$ cat config.mk
export PLATFORM = sky130hd
export DESIGN_NAME = masked_byte_pattern_search_core_flat
export DESIGN_NICKNAME = d
export VERILOG_FILES = /design/src/design/mbps_pkg.sv /design/src/design/mbps_in_if.sv /design/src/design/mbps_out_if.sv /design/src/design/masked_byte_pattern_search_core.sv /design/src/design/mbps_match.sv /design/src/design/mbps_out_buf.sv /design/src/flat_wrapper.sv
export SDC_FILE = /design/constraint.sdc
export NUM_CORES = 1
export LEC_CHECK = 0
export BUFFER_PORTS_ARGS = -buffer_cell sky130_fd_sc_hd__buf_4
export CAP_MARGIN = 20
export CORE_MARGIN = 5
export CORE_UTILIZATION = 45
export DETAILED_ROUTE_END_ITERATION = 8
export PLACE_DENSITY = 0.64
export SKIP_LAST_GASP = 1
export SYNTH_ARGS = -nofsm -noshare
export SYNTH_HDL_FRONTEND = slang
export SYNTH_SLANG_ARGS = --single-unit
$ cat constraint.sdc
create_clock -name clk_i -period 18.1 [get_ports clk_i]
set_input_delay 3.62 -clock clk_i [delete_from_list [all_inputs] [get_ports clk_i]]
set_output_delay 3.62 -clock clk_i [all_outputs]
set_load 0.01 [all_outputs]
$ cat src/design/mbps_pkg.sv
// Package for the masked byte pattern search core.
// Holds field widths, parameter defaults, register index codes and the result type.
// No dependencies; every other file of the block uses it by scoped names.
package mbps_pkg;

  // Field and register widths
  localparam int unsigned BYTE_W    = 8;
  localparam int unsigned CFG_W     = 64;
  localparam int unsigned CFG_IDX_W = 3;
  localparam int unsigned PAT_REG_W = 64;
  localparam int unsigned CARE_W    = 16;
  localparam int unsigned LEN_W     = 5;
  localparam int unsigned START_W   = 16;
  localparam int unsigned OFFSET_W  = 16;

  // Parameter defaults
  localparam int unsigned MAX_PATTERN_DEF = 16;
  localparam int unsigned MAX_BUFFER_DEF  = 65536;

  // Reset value of the care mask: every byte must match
  localparam logic [CARE_W-1:0] CARE_RESET = '1;

  // Configuration register indexes
  typedef enum logic [CFG_IDX_W-1:0] {
    CFG_PATTERN_LOW  = 3'd0,
    CFG_PATTERN_HIGH = 3'd1,
    CFG_CARE_MASK    = 3'd2,
    CFG_PATTERN_LEN  = 3'd3,
    CFG_SEARCH_START = 3'd4
  } cfg_idx_e;

  // One result beat
  typedef struct packed {
    logic                found;
    logic [OFFSET_W-1:0] found_offset;
  } result_t;

endpackage

$ cat src/design/mbps_in_if.sv
// Input channel of the masked byte pattern search core: one buffer byte per beat.
// Depends on mbps_pkg for the byte width.
interface mbps_in_if;
  logic                        valid;
  logic                        ready;
  logic [mbps_pkg::BYTE_W-1:0] data_byte;
  logic                        last_byte;

  modport source (output valid, output data_byte, output last_byte, input ready);
  modport sink   (input valid, input data_byte, input last_byte, output ready);
endinterface

$ cat src/design/mbps_out_if.sv
// Result channel of the masked byte pattern search core: one search result per beat.
// Depends on mbps_pkg for the offset width.
interface mbps_out_if;
  logic                          valid;
  logic                          ready;
  logic                          found;
  logic [mbps_pkg::OFFSET_W-1:0] found_offset;

  modport source (output valid, output found, output found_offset, input ready);
  modport sink   (input valid, input found, input found_offset, output ready);
endinterface

$ cat src/design/masked_byte_pattern_search_core.sv
// Top level of the masked byte pattern search core.
// Depends on mbps_pkg, mbps_in_if, mbps_out_if, mbps_match and mbps_out_buf.
//
// Usage:
//   in_i carries one buffer byte per beat, last_byte marking the final byte.
//   res_o carries at most one result per buffer: found with the start offset
//   of the first match at or after search_start, or found=0 and offset 0 on
//   the last byte when nothing matched.
//   Configuration is written through cfg_we_i/cfg_index_i/cfg_data_i while
//   the block is idle; writes take effect at the next edge.
// Throughput: one byte per cycle while in_i.ready is high. The window shift,
//   the masked compare and the position update all complete in the cycle
//   the byte is accepted. A result is registered in the result buffer and
//   appears on res_o once any result ahead of it has been taken.
// Stall: results queue in a two-entry buffer; in_i.ready drops while both
//   entries are full, which takes the receiver holding res_o.ready low.
// Reset: the position counter and done flag clear, the configuration takes
//   its reset values (care mask all ones, length zero) and the result buffer
//   empties. The byte window is not cleared.
module masked_byte_pattern_search_core #(
  parameter int unsigned MAX_PATTERN = mbps_pkg::MAX_PATTERN_DEF,
  parameter int unsigned MAX_BUFFER  = mbps_pkg::MAX_BUFFER_DEF
) (
  input  logic                             clk_i,
  input  logic                             rst_ni,
  input  logic                             cfg_we_i,
  input  logic [mbps_pkg::CFG_IDX_W-1:0]   cfg_index_i,
  input  logic [mbps_pkg::CFG_W-1:0]       cfg_data_i,
  mbps_in_if.sink                          in_i,
  mbps_out_if.source                       res_o
);

  localparam int unsigned PW = $clog2(MAX_BUFFER + 1);
  localparam int unsigned CW = (PW > mbps_pkg::START_W) ? PW : mbps_pkg::START_W;
  localparam int unsigned LW = mbps_pkg::LEN_W;

  // Configuration registers
  logic [mbps_pkg::PAT_REG_W-1:0] pat_low_q;
  logic [mbps_pkg::PAT_REG_W-1:0] pat_high_q;
  logic [mbps_pkg::CARE_W-1:0]    care_q;
  logic [LW-1:0]                  pat_len_q;
  logic [mbps_pkg::START_W-1:0]   start_q;

  // Search state
  logic [MAX_PATTERN-1:0][mbps_pkg::BYTE_W-1:0] win_q, win_d;
  logic [PW-1:0]                                pos_q, pos_d;
  logic                                         done_q, done_d;

  logic              accept;
  logic [LW-1:0]     len_eff;
  logic              in_range;
  logic [CW-1:0]     pos_ext;
  logic [CW-1:0]     len_ext;
  logic [CW-1:0]     start_ofs;
  logic              win_match;
  logic              hit;
  logic              push;
  logic              buf_full;
  logic              buf_valid;
  mbps_pkg::result_t res_d;
  mbps_pkg::result_t buf_data;

  // Decode configuration writes
  always_ff @(posedge clk_i or negedge rst_ni) begin
    if (!rst_ni) begin
      pat_low_q  <= '0;
      pat_high_q <= '0;
      care_q     <= mbps_pkg::CARE_RESET;
      pat_len_q  <= '0;
      start_q    <= '0;
    end else if (cfg_we_i) begin
      unique case (cfg_index_i)
        mbps_pkg::CFG_PATTERN_LOW:  pat_low_q  <= cfg_data_i;
        mbps_pkg::CFG_PATTERN_HIGH: pat_high_q <= cfg_data_i;
        mbps_pkg::CFG_CARE_MASK:    care_q     <= cfg_data_i[mbps_pkg::CARE_W-1:0];
        mbps_pkg::CFG_PATTERN_LEN:  pat_len_q  <= cfg_data_i[LW-1:0];
        mbps_pkg::CFG_SEARCH_START: start_q    <= cfg_data_i[mbps_pkg::START_W-1:0];
        default: ;
      endcase
    end
  end

  assign in_i.ready = !buf_full;
  assign accept     = in_i.valid && in_i.ready;

  // Shift the new byte into the window, newest at age zero
  always_comb begin
    win_d[0] = in_i.data_byte;
    for (int a = 1; a < MAX_PATTERN; a++) begin
      win_d[a] = win_q[a-1];
    end
  end

  // Clamp length and form the candidate start offset
  assign len_eff   = (pat_len_q > LW'(MAX_PATTERN)) ? LW'(MAX_PATTERN) : pat_len_q;
  assign in_range  = (pos_q < PW'(MAX_BUFFER));
  assign pos_ext   = CW'(pos_q) + CW'(1);
  assign len_ext   = CW'(len_eff);
  assign start_ofs = pos_ext - len_ext;

  mbps_match #(
    .MAX_PATTERN (MAX_PATTERN)
  ) u_match (
    .window_i  (win_d),
    .pattern_i ({pat_high_q, pat_low_q}),
    .care_i    (care_q),
    .len_i     (len_eff),
    .match_o   (win_match)
  );

  assign hit = !done_q && (len_eff != '0) && in_range && (pos_ext >= len_ext) &&
               (start_ofs >= CW'(start_q)) && win_match;

  // Emit a result on the first match, or on the last byte without one
  assign push               = accept && (hit || (in_i.last_byte && !done_q));
  assign res_d.found        = hit;
  assign res_d.found_offset = hit ? start_ofs[mbps_pkg::OFFSET_W-1:0] : '0;

  // Advance position and done flag, rearm after the last byte
  always_comb begin
    pos_d  = pos_q;
    done_d = done_q;
    if (accept) begin
      if (in_i.last_byte) begin
        pos_d  = '0;
        done_d = 1'b0;
      end else begin
        if (in_range) begin
          pos_d = pos_q + PW'(1);
        end
        if (hit) begin
          done_d = 1'b1;
        end
      end
    end
  end

  always_ff @(posedge clk_i or negedge rst_ni) begin
    if (!rst_ni) begin
      pos_q  <= '0;
      done_q <= 1'b0;
    end else begin
      pos_q  <= pos_d;
      done_q <= done_d;
    end
  end

  // Hold window bytes
  always_ff @(posedge clk_i) begin
    if (accept) begin
      win_q <= win_d;
    end
  end

  mbps_out_buf u_out_buf (
    .clk_i   (clk_i),
    .rst_ni  (rst_ni),
    .push_i  (push),
    .data_i  (res_d),
    .full_o  (buf_full),
    .valid_o (buf_valid),
    .data_o  (buf_data),
    .pop_i   (res_o.ready)
  );

  assign res_o.valid        = buf_valid;
  assign res_o.found        = buf_data.found;
  assign res_o.found_offset = buf_data.found_offset;

  // Position never runs past the saturation point
  a_pos_bound: assert property (@(posedge clk_i) disable iff (!rst_ni)
    pos_q <= PW'(MAX_BUFFER))
    else $error("byte position beyond buffer limit");

  // A last byte rearms the search for the next buffer
  a_rearm: assert property (@(posedge clk_i) disable iff (!rst_ni)
    (accept && in_i.last_byte) |=> (pos_q == '0 && !done_q))
    else $error("search not rearmed after last byte");

  // Once a result is given, no other result comes from the same buffer
  a_one_result: assert property (@(posedge clk_i) disable iff (!rst_ni)
    (accept && done_q) |-> !push)
    else $error("second result for one buffer");

  // A not-found result carries offset zero
  a_nf_offset: assert property (@(posedge clk_i) disable iff (!rst_ni)
    (res_o.valid && !res_o.found) |-> (res_o.found_offset == '0))
    else $error("not-found result with nonzero offset");

endmodule

$ cat src/design/mbps_match.sv
// Masked compare of the newest window bytes against the stored pattern.
// Depends on mbps_pkg for widths. Purely combinational.
module mbps_match #(
  parameter int unsigned MAX_PATTERN = mbps_pkg::MAX_PATTERN_DEF
) (
  input  logic [MAX_PATTERN-1:0][mbps_pkg::BYTE_W-1:0] window_i,
  input  logic [2*mbps_pkg::PAT_REG_W-1:0]             pattern_i,
  input  logic [mbps_pkg::CARE_W-1:0]                  care_i,
  input  logic [mbps_pkg::LEN_W-1:0]                   len_i,
  output logic                                         match_o
);

  localparam int unsigned AW = (MAX_PATTERN > 1) ? $clog2(MAX_PATTERN) : 1;

  // Pattern byte i lines up with the window byte of age len-1-i
  always_comb begin
    logic [mbps_pkg::LEN_W-1:0] age;
    match_o = 1'b1;
    age     = '0;
    for (int i = 0; i < MAX_PATTERN; i++) begin
      age = len_i - mbps_pkg::LEN_W'(1) - mbps_pkg::LEN_W'(i);
      if ((mbps_pkg::LEN_W'(i) < len_i) && care_i[i]) begin
        if (window_i[age[AW-1:0]] != pattern_i[mbps_pkg::BYTE_W*i +: mbps_pkg::BYTE_W]) begin
          match_o = 1'b0;
        end
      end
    end
  end

endmodule

$ cat src/design/mbps_out_buf.sv
// Two-entry result buffer between the search logic and the result channel.
// Depends on mbps_pkg for the result type.
module mbps_out_buf (
  input  logic              clk_i,
  input  logic              rst_ni,
  input  logic              push_i,
  input  mbps_pkg::result_t data_i,
  output logic              full_o,
  output logic              valid_o,
  output mbps_pkg::result_t data_o,
  input  logic              pop_i
);

  mbps_pkg::result_t [1:0] mem_q;
  logic                    wr_ptr_q, wr_ptr_d;
  logic                    rd_ptr_q, rd_ptr_d;
  logic [1:0]              count_q, count_d;
  logic                    do_pop;

  assign valid_o = (count_q != 2'd0);
  assign full_o  = (count_q == 2'd2);
  assign data_o  = mem_q[rd_ptr_q];
  assign do_pop  = pop_i && valid_o;

  // Advance pointers and occupancy
  always_comb begin
    wr_ptr_d = push_i ? ~wr_ptr_q : wr_ptr_q;
    rd_ptr_d = do_pop ? ~rd_ptr_q : rd_ptr_q;
    count_d  = count_q;
    if (push_i && !do_pop) begin
      count_d = count_q + 2'd1;
    end else if (!push_i && do_pop) begin
      count_d = count_q - 2'd1;
    end
  end

  always_ff @(posedge clk_i or negedge rst_ni) begin
    if (!rst_ni) begin
      wr_ptr_q <= 1'b0;
      rd_ptr_q <= 1'b0;
      count_q  <= 2'd0;
    end else begin
      wr_ptr_q <= wr_ptr_d;
      rd_ptr_q <= rd_ptr_d;
      count_q  <= count_d;
    end
  end

  // Hold result payloads
  always_ff @(posedge clk_i) begin
    if (push_i) begin
      mem_q[wr_ptr_q] <= data_i;
    end
  end

endmodule
$ cat src/flat_wrapper.sv
// flat-port wrapper written by rule: the top's interface ports become plain ports
module masked_byte_pattern_search_core_flat 
#(
  parameter int unsigned MAX_PATTERN = mbps_pkg::MAX_PATTERN_DEF,
  parameter int unsigned MAX_BUFFER  = mbps_pkg::MAX_BUFFER_DEF
)
  (clk_i, rst_ni, cfg_we_i, cfg_index_i, cfg_data_i, in_i_valid, in_i_data_byte, in_i_last_byte, in_i_ready, res_o_valid, res_o_found, res_o_found_offset, res_o_ready);
  mbps_in_if in_i_i ();
  mbps_out_if res_o_i ();
  input  logic clk_i;
  input  logic rst_ni;
  input  logic cfg_we_i;
  input  logic [mbps_pkg::CFG_IDX_W-1:0] cfg_index_i;
  input  logic [mbps_pkg::CFG_W-1:0] cfg_data_i;
  input wire logic [$bits(in_i_i.valid)-1:0] in_i_valid;
  input wire logic [$bits(in_i_i.data_byte)-1:0] in_i_data_byte;
  input wire logic [$bits(in_i_i.last_byte)-1:0] in_i_last_byte;
  output wire logic [$bits(in_i_i.ready)-1:0] in_i_ready;
  output wire logic [$bits(res_o_i.valid)-1:0] res_o_valid;
  output wire logic [$bits(res_o_i.found)-1:0] res_o_found;
  output wire logic [$bits(res_o_i.found_offset)-1:0] res_o_found_offset;
  input wire logic [$bits(res_o_i.ready)-1:0] res_o_ready;
  assign in_i_i.valid = in_i_valid;
  assign in_i_i.data_byte = in_i_data_byte;
  assign in_i_i.last_byte = in_i_last_byte;
  assign in_i_ready = in_i_i.ready;
  assign res_o_valid = res_o_i.valid;
  assign res_o_found = res_o_i.found;
  assign res_o_found_offset = res_o_i.found_offset;
  assign res_o_i.ready = res_o_ready;
  masked_byte_pattern_search_core #(.MAX_PATTERN(MAX_PATTERN), .MAX_BUFFER(MAX_BUFFER)) u_core (.clk_i(clk_i), .rst_ni(rst_ni), .cfg_we_i(cfg_we_i), .cfg_index_i(cfg_index_i), .cfg_data_i(cfg_data_i), .in_i(in_i_i), .res_o(res_o_i));
endmodule
==> metrics.csv, run 1 <==
metric;value;unit
synth_flop_cell;dfrtp_1;
first_pass_iters;6;
hold_path.startpoint;u_core.u_out_buf.count_q[1]$_DFFE_PN0P_;
crit_type;reg -> reg;
min_to;u_core.u_out_buf.count_q[1]$_DFFE_PN0P_;
synth.area.mux_share;22.3;%
ys_types;94;
syn_area;24300;um^2
grt_antenna_before_repair;1;
design.die.area;58600;um^2
fmax;126;MHz
ys_seq_elements;341;
rsz0062_at_grt;false;
synth_xor_area_share;3.79;%
start_util;45.2;%
clock_skew;0.0159;ns
final_max_slew_viol_count;0;
syn_avg_cell_area;10.5;um^2
cts_tree;built;
grt_pass1_wl;127;mm
numCtsBuffers;41;
r2r-start;u_core.pat_len_q[0]$_DFFE_PN0P_;
grt_busiest_layer;met2;
endpoint_kind;register;
stdcell_area;26800;um^2
clkSlewWorstSetupHoldPaths;0.07;ns
ioPinCount;100;
first_global_vias;19600;
drtIter0Drc;2515;
synth-async-reset-ratio;54.8;%
clock_tree.root_cell;clkbuf_16;
hold_viol;0;
synth_top_family_by_area;multiplexers;
routabilityCongestion;1.00;
finalWorstSetupSlack;10.18;ns
dp_hpwl;61.2;mm
preCtsSetupSlack;10.17;ns
area_delta_synth_final;10.5;%
syn_nets;2429;
max_cap_viol_count;0;
synth-seq-area-share;38.4;%
synth-edff-count;154;
postCtsHoldBufs;0;
min_period_over_period;43.8;%
use_met1;38.3;%
coreArea;53600;um^2
tightestPinTransition;1.25;ns
crit_path_max_fanout;50;
setup_viol;0;
ir_worst_vdd;0.0000886;V
startpoint_type;register;
nFillCells;4835;
status;finished clean;
maxSlewHeadroom;15.9;%
via_count;20500;
rows;85;
cts_resized;0;
cts_setup_buffers;0;
p_leak;10.2;nW
synth_compound_area_share;14.6;%
worstRegToRegCells;23;
powerDensity;175;nW/um^2
grtUsageTotal;28.0;%
final_antenna_net_count;0;
grt_max_degree;77;
wirelength;84.9;mm
synth_cells;2317;
r2r-end;u_core.u_out_buf.count_q[1]$_DFFE_PN0P_;
hp-class;reg -> reg;
via_per_inst;6.73;
holdPathStages;1;
die_y;242;um
htree_levels;2;
wire_per_inst;27.8;um
grt_overflow_total;0;
setup-tns-final;0;ns
met2_usage;42.8;%
drive_above_1_share;22.9;%
synthSimpleGateAreaFrac;15.1;%
r2r_setup_slack;10.18;ns
drcViolationCount;0;
worst_ep_arrival_time;8.42;ns
numClockSinks;341;
yosysWarnings;0;
period_minus_slack;7.92;ns
finalNetCount;2433;
place_area;25400;um^2
die_w;242;um
port_buffers;99;
synth-adder-area-share;1.63;%
clk-insertion-delay-late;0.59;ns
cp.required;18.60;ns
met3_usage;6.01;%
cts_max_path_buffers;3;
-- flip-flops by register name (all words and copies together), names as in the netlist --
name / flops
u_core.pat_low_q: 64
u_core.win_d: 120
u_core.u_out_buf.mem_q: 34
u_core.done_q: 1
u_core.pos_q: 17
u_core.care_q: 16
u_core.u_out_buf.wr_ptr_q: 1
u_core.pat_high_q: 64
u_core.u_out_buf.count_q: 2
u_core.start_q: 16
u_core.pat_len_q: 5
u_core.u_out_buf.rd_ptr_q: 1
-- layout by cell type (no fill, tap or decap), drive strengths merged, types with 20 or more instances in the layout --
cell,Yosys,routed
inv,44,49
clkbuf,78,50
buf,102,140
xnor2,64,64
nor2,84,84
or3,46,46
nand2,86,86
nor3,114,114
nor2b,48,48
nand4,39,39
mux2i,162,162
xor2,40,40
nor4,28,28
mux4,68,68
dfrtp,171,171
o22ai,20,20
edfxtp,154,154
o21a,24,24
nor3b,41,41
a211oi,32,32
a22oi,34,34
nand3,64,64
mux2,200,200
a21oi,90,90
ha,30,30
and3,24,24
o21ai,166,166
o2111ai,23,23
-- per-layer routing --
layer / wire length (um) / vias up
met5: 13 / -
li1: - / 8971
met1: 34400 / 10200
met2: 37600 / 1106
met3: 8120 / 194
met4: 4770 / 2
-- stage by stage --
step                      power (mW)  std cells  hold slack (ns)  utilization (%)
after global placement          3.75       2973            0.486             47.5
after floorplan                 3.01       2317            0.457                -
after CTS                       4.63       3048            0.503             50.0
after global routing            4.92       3049            0.530             50.0
final                           4.69       3050            0.505             50.0
after detailed placement        3.80       2973            0.477             47.5
-- power by group --
group	switching [mW]	internal, mW	total [mW]
Combinational	1.54	1.07	2.61
Clock	0.358	0.459	0.817
Sequential	0.240	1.02	1.26
-- cell usage after synthesis, types with 16 or more instances --
cell type	n	area share, %
nor4_1	25	0.64
mux4_2	68	6.3
mux2i_1	162	6.7
inv_1	42	0.65
ha_1	30	1.5
edfxtp_1	154	19
o22ai_1	20	0.52
o21a_1	24	0.74
mux2_2	200	9.3
o2111ai_1	23	0.83
clkbuf_1	78	1.2
and3_1	24	0.62
nor3_1	112	2.3
buf_1	24	0.37
a31oi_1	16	0.41
o21ai_0	164	3.4
nand3_1	62	1.3
nand4_1	39	1.0
buf_2	60	1.2
a211oi_1	30	0.93
nor2_1	81	1.3
dfrtp_1	171	18
nor3b_1	40	1.2
xnor2_1	64	2.3
or3_1	46	1.2
nor2b_1	47	1.2
nand2_1	86	1.3
dfstp_2	16	1.7
a21oi_1	90	1.9
a22oi_1	34	1.1
xor2_1	39	1.4
-- critical path, stage by stage, from the launching register on --
cell	delay, ns
dfrtp_1	0.33
buf_4	0.44
nor2b_4	0.23
buf_4	0.58
inv_4	0.41
ha_1	0.44
xor2_4	0.18
buf_4	0.44
inv_2	0.43
ha_1	0.40
inv_1	0.13
a31oi_4	0.06
nor2_4	0.55
mux4_2	0.60
xnor2_1	0.15
nand2_1	0.08
nor4_1	0.30
o22ai_1	0.19
nor4_4	0.57
nand3_2	0.41
a21oi_1	0.26
ha_1	0.28
nor2_1	0.14
xor2_1	0.16
-- how the worst max path moves through the flow --
| stage | from | to | slack (ns) | cells past startpoint |
|---|---|---|---|---|
| floorplan | in_i_valid | u_core.pos_q[12]$_DFFE_PN0P_ | 10.58 | 6 |
| global placement | in_i_data_byte[5] | u_core.u_out_buf.count_q[1]$_DFFE_PN0P_ | 10.15 | 14 |
| detailed placement | in_i_data_byte[5] | u_core.u_out_buf.count_q[1]$_DFFE_PN0P_ | 10.17 | 13 |
| CTS | u_core.pat_len_q[0]$_DFFE_PN0P_ | u_core.u_out_buf.count_q[1]$_DFFE_PN0P_ | 10.27 | 23 |
| global route | u_core.pat_len_q[0]$_DFFE_PN0P_ | u_core.u_out_buf.count_q[1]$_DFFE_PN0P_ | 9.67 | 23 |
| finish | u_core.pat_len_q[0]$_DFFE_PN0P_ | u_core.u_out_buf.count_q[1]$_DFFE_PN0P_ | 10.18 | 23 |
-- final cells by class --
cell class	count	area (um^2)	share of cell area (%)
multi-input combinational	1751	14000	52.3
inverter	45	174	0.649
timing repair buffer	141	1060	3.97
sequential	341	9330	34.8
clock buffer	49	1110	4.13
clock inverter	26	228	0.850
tap	696	871	3.25
antenna	1	2.50	0.00934
-- logic make-up (layout without fill, tap and decap cells) --
logic type,Yosys count,after routing
fa+ha+maj,31,31
compound gates,538,538
buf+inv,225,261
other cells,0,1
xor+xnor,104,104
simple gates,648,648
mux,430,430
flops,341,341
Note: power is estimated with default switching activity, not from simulation.
==> inputs of run 2 (changes only) <==
--- a/config.mk
+++ b/config.mk
@@ -10,7 +10,7 @@
 export CORE_MARGIN = 5
 export CORE_UTILIZATION = 45
 export DETAILED_ROUTE_END_ITERATION = 8
-export PLACE_DENSITY = 0.64
+export PLACE_DENSITY = 0.67
 export SKIP_LAST_GASP = 1
 export SYNTH_ARGS = -nofsm -noshare
 export SYNTH_HDL_FRONTEND = slang
==> constraint.sdc (replaced) <==
create_clock -name clk_i -period 7.23 [get_ports clk_i]
set_input_delay 1.446 -clock clk_i [delete_from_list [all_inputs] [get_ports clk_i]]
set_output_delay 1.446 -clock clk_i [all_outputs]
set_load 0.01 [all_outputs]
==> metrics.csv, run 2 (synthesized netlist as in run 1, its figures left out) <==
metric;value;unit
grt_antenna_before_repair;0;
hold_viol;0;
slowest_delay;0.78;ns
cts_max_path_buffers;3;
cts_setup_buffers;0;
numCtsBuffers;39;
diodes;0;
via_count;20500;
powerDensity;435;nW/um^2
clock_skew;0.0373;ns
startpoint_type;register;
ioPinCount;100;
grt_busiest_layer;met2;
crit_path_max_fanout;17;
mostFrequentLayoutCell;mux2_2;
wire_per_inst;27.4;um
tightestPinTransition;1.13;ns
start_util;45.2;%
design.die.area;58600;um^2
status;finished clean;
die_w;242;um
clock_tree.root_cell;clkbuf_16;
htree_levels;2;
routabilityCongestion;1.03;
numClockSinks;341;
port_buffers;99;
grt_max_degree;202;
met3_usage;5.85;%
largest_reg_flops;120;
clk-insertion-delay-late;0.59;ns
ir_worst_vdd;0.000204;V
wirelength;83.6;mm
crit_type;reg -> reg;
cp.required;7.71;ns
setup_viol;0;
grt_pass1_wl;125;mm
max_cap_viol_count;0;
drcViolationCount;0;
via_per_inst;6.73;
fmax;150;MHz
dp_hpwl;61.5;mm
rsz0062_at_grt;false;
coreArea;53600;um^2
met2_usage;42.5;%
area_delta_synth_final;10.8;%
critical-path-top-delay-family;simple AND/OR/NAND/NOR gates;
hp-class;reg -> reg;
postCtsHoldBufs;0;
first_global_vias;19200;
endpoint_kind;register;
min_period_over_period;92.0;%
final_max_slew_viol_count;0;
cts_resized;0;
cp_slowest_cell;nor3_1;
drive_above_1_share;23.1;%
worst_ep_arrival_time;7.13;ns
first_pass_iters;6;
path_cells;nor2b_1 > buf_4 > inv_1 > buf_4 > ha_1 > o21ai_0 > a21boi_0 > nor3_1 > nand3_1 > mux2i_1 > xnor2_1 > ha_1 > a2111oi_0 > o21ai_0 > o221a_2 > o21ai_0 > nor4_4 > nand3_2 > a21oi_1 > ha_1 > xor2_1 > nor2_1 > xor2_1;
rows;85;
grtUsageTotal;27.6;%
crit_buf_inv;3;
period_minus_slack;6.65;ns
clkSlewWorstSetupHoldPaths;0.06;ns
layout_common_cells;mux2_2 (200), dfrtp_1 (169), o21ai_0 (164);
cts_tree;built;
maxSlewHeadroom;24.9;%
setup-tns-final;0;ns
die_y;242;um
p_leak;10.2;nW
grt_overflow_total;0;
p_total;11.7;mW
finalNetCount;2441;
use_met1;37.7;%
final_antenna_net_count;0;
drtIter0Drc;2645;
-- run 2: metal layers --
| metal | routed length [um] | up-vias | share of wire (%) |
|---|---|---|---|
| met5 | 0 | - | 0 |
| met4 | 4290 | 0 | 5.1 |
| met3 | 8360 | 191 | 10 |
| met2 | 37400 | 1180 | 45 |
| met1 | 33600 | 10200 | 40 |
| li1 | - | 8979 | - |
-- run 2: final timing paths --
check,from,endpoint,slack [ns],cells after the start
max in group asynchronous,rst_ni,u_core.pat_low_q[59]$_DFFE_PN0P_,5.20,2
min in group asynchronous,rst_ni,u_core.pat_low_q[23]$_DFFE_PN0P_,0.78,1
worst min register to register,u_core.u_out_buf.count_q[1]$_DFFE_PN0P_,u_core.u_out_buf.count_q[1]$_DFFE_PN0P_,0.50,1
worst max-delay path,u_core.pat_len_q[4]$_DFFE_PN0P_,u_core.u_out_buf.count_q[1]$_DFFE_PN0P_,0.58,23
worst min-delay path,u_core.u_out_buf.count_q[1]$_DFFE_PN0P_,u_core.u_out_buf.count_q[1]$_DFFE_PN0P_,0.50,1
worst max register to register,u_core.pat_len_q[4]$_DFFE_PN0P_,u_core.u_out_buf.count_q[1]$_DFFE_PN0P_,0.58,23
-- run 2: stage by stage --
step	cells	util [%]	hold slack, ns	setup slack, ns	cell area [um^2]
global placement	2982	47.7	0.497	0.719	25500
detailed placement	2983	47.7	0.490	0.652	25600
finish	3055	50.2	0.503	0.579	26900
global route	3055	50.2	0.524	0.0478	26900
floorplan	2317	-	0.457	0.578	24300
CTS	3054	50.1	0.502	0.619	26900
-- run 2: power breakdown --
part / internal (mW) / leakage, nW / total, mW / switching (mW)
Combinational: 2.71 / 5.86 / 6.49 / 3.78
Clock: 1.22 / 0.640 / 2.05 / 0.830
Sequential: 2.56 / 3.73 / 3.15 / 0.592
Total: 6.48 / 10.2 / 11.7 / 5.20
-- run 2: final cells by class --
cell class / count / area, um^2
clock buffers: 51 / 1100
clock inverters: 20 / 208
fillers: 4789 / 26700
inverters: 45 / 174
multi-input cells: 1751 / 14000
flip-flops and latches: 341 / 9330
well taps: 696 / 871
repair buffers: 151 / 1180
==> inputs of run 3 (changes only) <==
--- a/config.mk
+++ b/config.mk
@@ -10,7 +10,7 @@
 export CORE_MARGIN = 5
 export CORE_UTILIZATION = 45
 export DETAILED_ROUTE_END_ITERATION = 8
-export PLACE_DENSITY = 0.67
+export PLACE_DENSITY = 0.64
 export SKIP_LAST_GASP = 1
 export SYNTH_ARGS = -nofsm -noshare
 export SYNTH_HDL_FRONTEND = slang
==> constraint.sdc (replaced) <==
create_clock -name clk_i -period 7.95 [get_ports clk_i]
set_input_delay 1.59 -clock clk_i [delete_from_list [all_inputs] [get_ports clk_i]]
set_output_delay 1.59 -clock clk_i [all_outputs]
set_load 0.01 [all_outputs]
==> metrics.csv, run 3 (synthesized netlist as in run 1, its figures left out) <==
metric;value;unit
final_max_slew_viol_count;0;
crit_type;reg -> reg;
hold_viol;0;
worst_ep_arrival_time;8.18;ns
endpoint_kind;register;
setup-tns-final;0;ns
design.die.area;58600;um^2
path_cells;buf_4 > nor2b_1 > buf_4 > inv_1 > buf_4 > ha_1 > o21ai_0 > a21boi_0 > nor3_1 > nand3_1 > xnor2_1 > ha_1 > a2111oi_0 > o21ai_0 > o221a_2 > o21ai_0 > nor4_4 > nand3_2 > a21oi_1 > ha_1 > nor2_1 > xor2_1;
postCtsHoldBufs;0;
area_delta_synth_final;11.2;%
p_leak;10.3;nW
status;finished clean;
nFillCells;4859;
port_buffers;99;
wirelength;89.1;mm
via_per_inst;6.78;
p_seq_share;26.9;%
ir_worst_vdd;0.000197;V
fmax;130;MHz
die_w;242;um
first_global_vias;19500;
first_pass_iters;6;
crit_buf_inv;4;
wl_met3;8.27;mm
hp-class;reg -> reg;
period_minus_slack;7.69;ns
powerDensity;402;nW/um^2
via_count;20700;
cp.required;8.45;ns
cts_setup_buffers;0;
final_antenna_net_count;0;
wire_per_inst;29.1;um
clkSlewWorstSetupHoldPaths;0.06;ns
maxSlewHeadroom;20.7;%
dp_hpwl;65.4;mm
pwr-share-comb;54.8;%
ioPinCount;100;
critical-path-top-delay-family;simple AND/OR/NAND/NOR gates;
m1WireLength;36.8;mm
layout_common_cells;mux2_2 (200), dfrtp_1 (169), o21ai_0 (164);
p_clk_share;18.3;%
grt_overflow_total;0;
clock_tree.root_cell;clkbuf_16;
htree_levels;2;
top_layer;met4;
drtIter0Drc;2321;
die_y;242;um
switching_share;44.9;%
setup_viol;0;
numClockSinks;341;
clock_skew;0.0176;ns
coreArea;53600;um^2
cts_tree;built;
mostFrequentLayoutCell;mux2_2;
grtUsageTotal;29.1;%
grt_antenna_before_repair;1;
drcViolationCount;0;
cp_slowest_cell;nor3_1;
min_period_over_period;96.7;%
wl_met2;39.2;mm
drive_above_1_share;23.1;%
rsz0062_at_grt;false;
rows;85;
cts_max_path_buffers;3;
numCtsBuffers;40;
clk-insertion-delay-late;0.57;ns
crit_path_max_fanout;62;
start_util;45.2;%
p_sw;4.87;mW
grt_pass1_wl;131;mm
grt_max_degree;92;
max_cap_viol_count;0;
worst_hold_slack;0.505;ns
startpoint_type;register;
finalNetCount;2440;
largest_reg_flops;120;
tightestPinTransition;1.17;ns
slowest_delay;0.78;ns
routabilityCongestion;0.990;
cts_resized;0;
p_int;5.98;mW
[run 3: cell types whose count changed in the layout (fill, tap and decap cells not counted), moves of 2 or more]
cell       previous run  this run
clkbuf_1              6         9
clkinv_1              4         0
bufinv_16             4         6
clkinv_2              7         5
inv_6                 0         3
[run 3: metal layers]
layer / global-route usage (%) / up-vias
li1: - / 9002
met1: 40.1 / 10400
met2: 44.4 / 1144
met3: 6.15 / 197
met4: 12.9 / 0
met5: 0 / -
[run 3: worst register-to-register path, stage by stage (launching register included)]
cell and delay (ns):
dfrtp_4 0.76, buf_4 0.75, nor2b_1 0.16, buf_4 0.26
inv_1 0.08, buf_4 0.29, ha_1 0.32, o21ai_0 0.13
a21boi_0 0.23, nor3_1 0.78, nand3_1 0.44, xnor2_1 0.47
ha_1 0.34, a2111oi_0 0.40, o21ai_0 0.19, o221a_2 0.30
o21ai_0 0.46, nor4_4 0.15, nand3_2 0.33, a21oi_1 0.14
ha_1 0.33, nor2_1 0.14, xor2_1 0.16
[run 3: area by class of cell]
cell class	count	area, um^2	area share [%]
sequential	341	9330	34.6
clock buffer	54	1130	4.18
antenna	1	2.50	0.00928
timing repair buffer	149	1150	4.28
inverter	45	174	0.645
multi-input combinational	1751	14000	52.0
tap	696	871	3.23
clock inverter	20	287	1.06
[run 3: metrics by stage]
| step | cells | total power [mW] | instance area [um^2] | util [%] | setup WS (ns) |
|---|---|---|---|---|---|
| after floorplan | 2317 | 6.86 | 24300 | - | 1.30 |
| after CTS | 3055 | 10.7 | 26900 | 50.3 | 0.429 |
| final | 3057 | 10.8 | 27000 | 50.3 | 0.264 |
| after global placement | 2980 | 8.61 | 25500 | 47.6 | 0.609 |
| after global routing | 3057 | 11.4 | 27000 | 50.3 | 0.137 |
| after detailed placement | 2981 | 8.72 | 25500 | 47.6 | 0.499 |
[run 3: path summary, 6_finish.rpt]
kind / startpoint / to / slack [ns] / cells past startpoint
max in group asynchronous: rst_ni / u_core.pat_len_q[4]$_DFFE_PN0P_ / 5.39 / 2
hold / removal: u_core.u_out_buf.count_q[1]$_DFFE_PN0P_ / u_core.u_out_buf.count_q[1]$_DFFE_PN0P_ / 0.50 / 1
min in group asynchronous: rst_ni / u_core.pat_low_q[49]$_DFFE_PN0P_ / 1.08 / 1
setup / recovery: u_core.pat_len_q[4]$_DFFE_PN0P_ / u_core.u_out_buf.count_q[1]$_DFFE_PN0P_ / 0.26 / 22
setup reg to reg: u_core.pat_len_q[4]$_DFFE_PN0P_ / u_core.u_out_buf.count_q[1]$_DFFE_PN0P_ / 0.26 / 22
hold reg to reg: u_core.u_out_buf.count_q[1]$_DFFE_PN0P_ / u_core.u_out_buf.count_q[1]$_DFFE_PN0P_ / 0.50 / 1
[run 3: power by group through the flow]
| stage | clock (mW) | combinational, mW | sequential (mW) |
|---|---|---|---|
| floorplan | 0 | 4.25 | 2.61 |
| global placement | 0 | 5.71 | 2.90 |
| detailed placement | 0 | 5.81 | 2.91 |
| CTS | 2.02 | 5.83 | 2.88 |
| global route | 2.09 | 6.32 | 2.94 |
| finish | 1.98 | 5.95 | 2.92 |
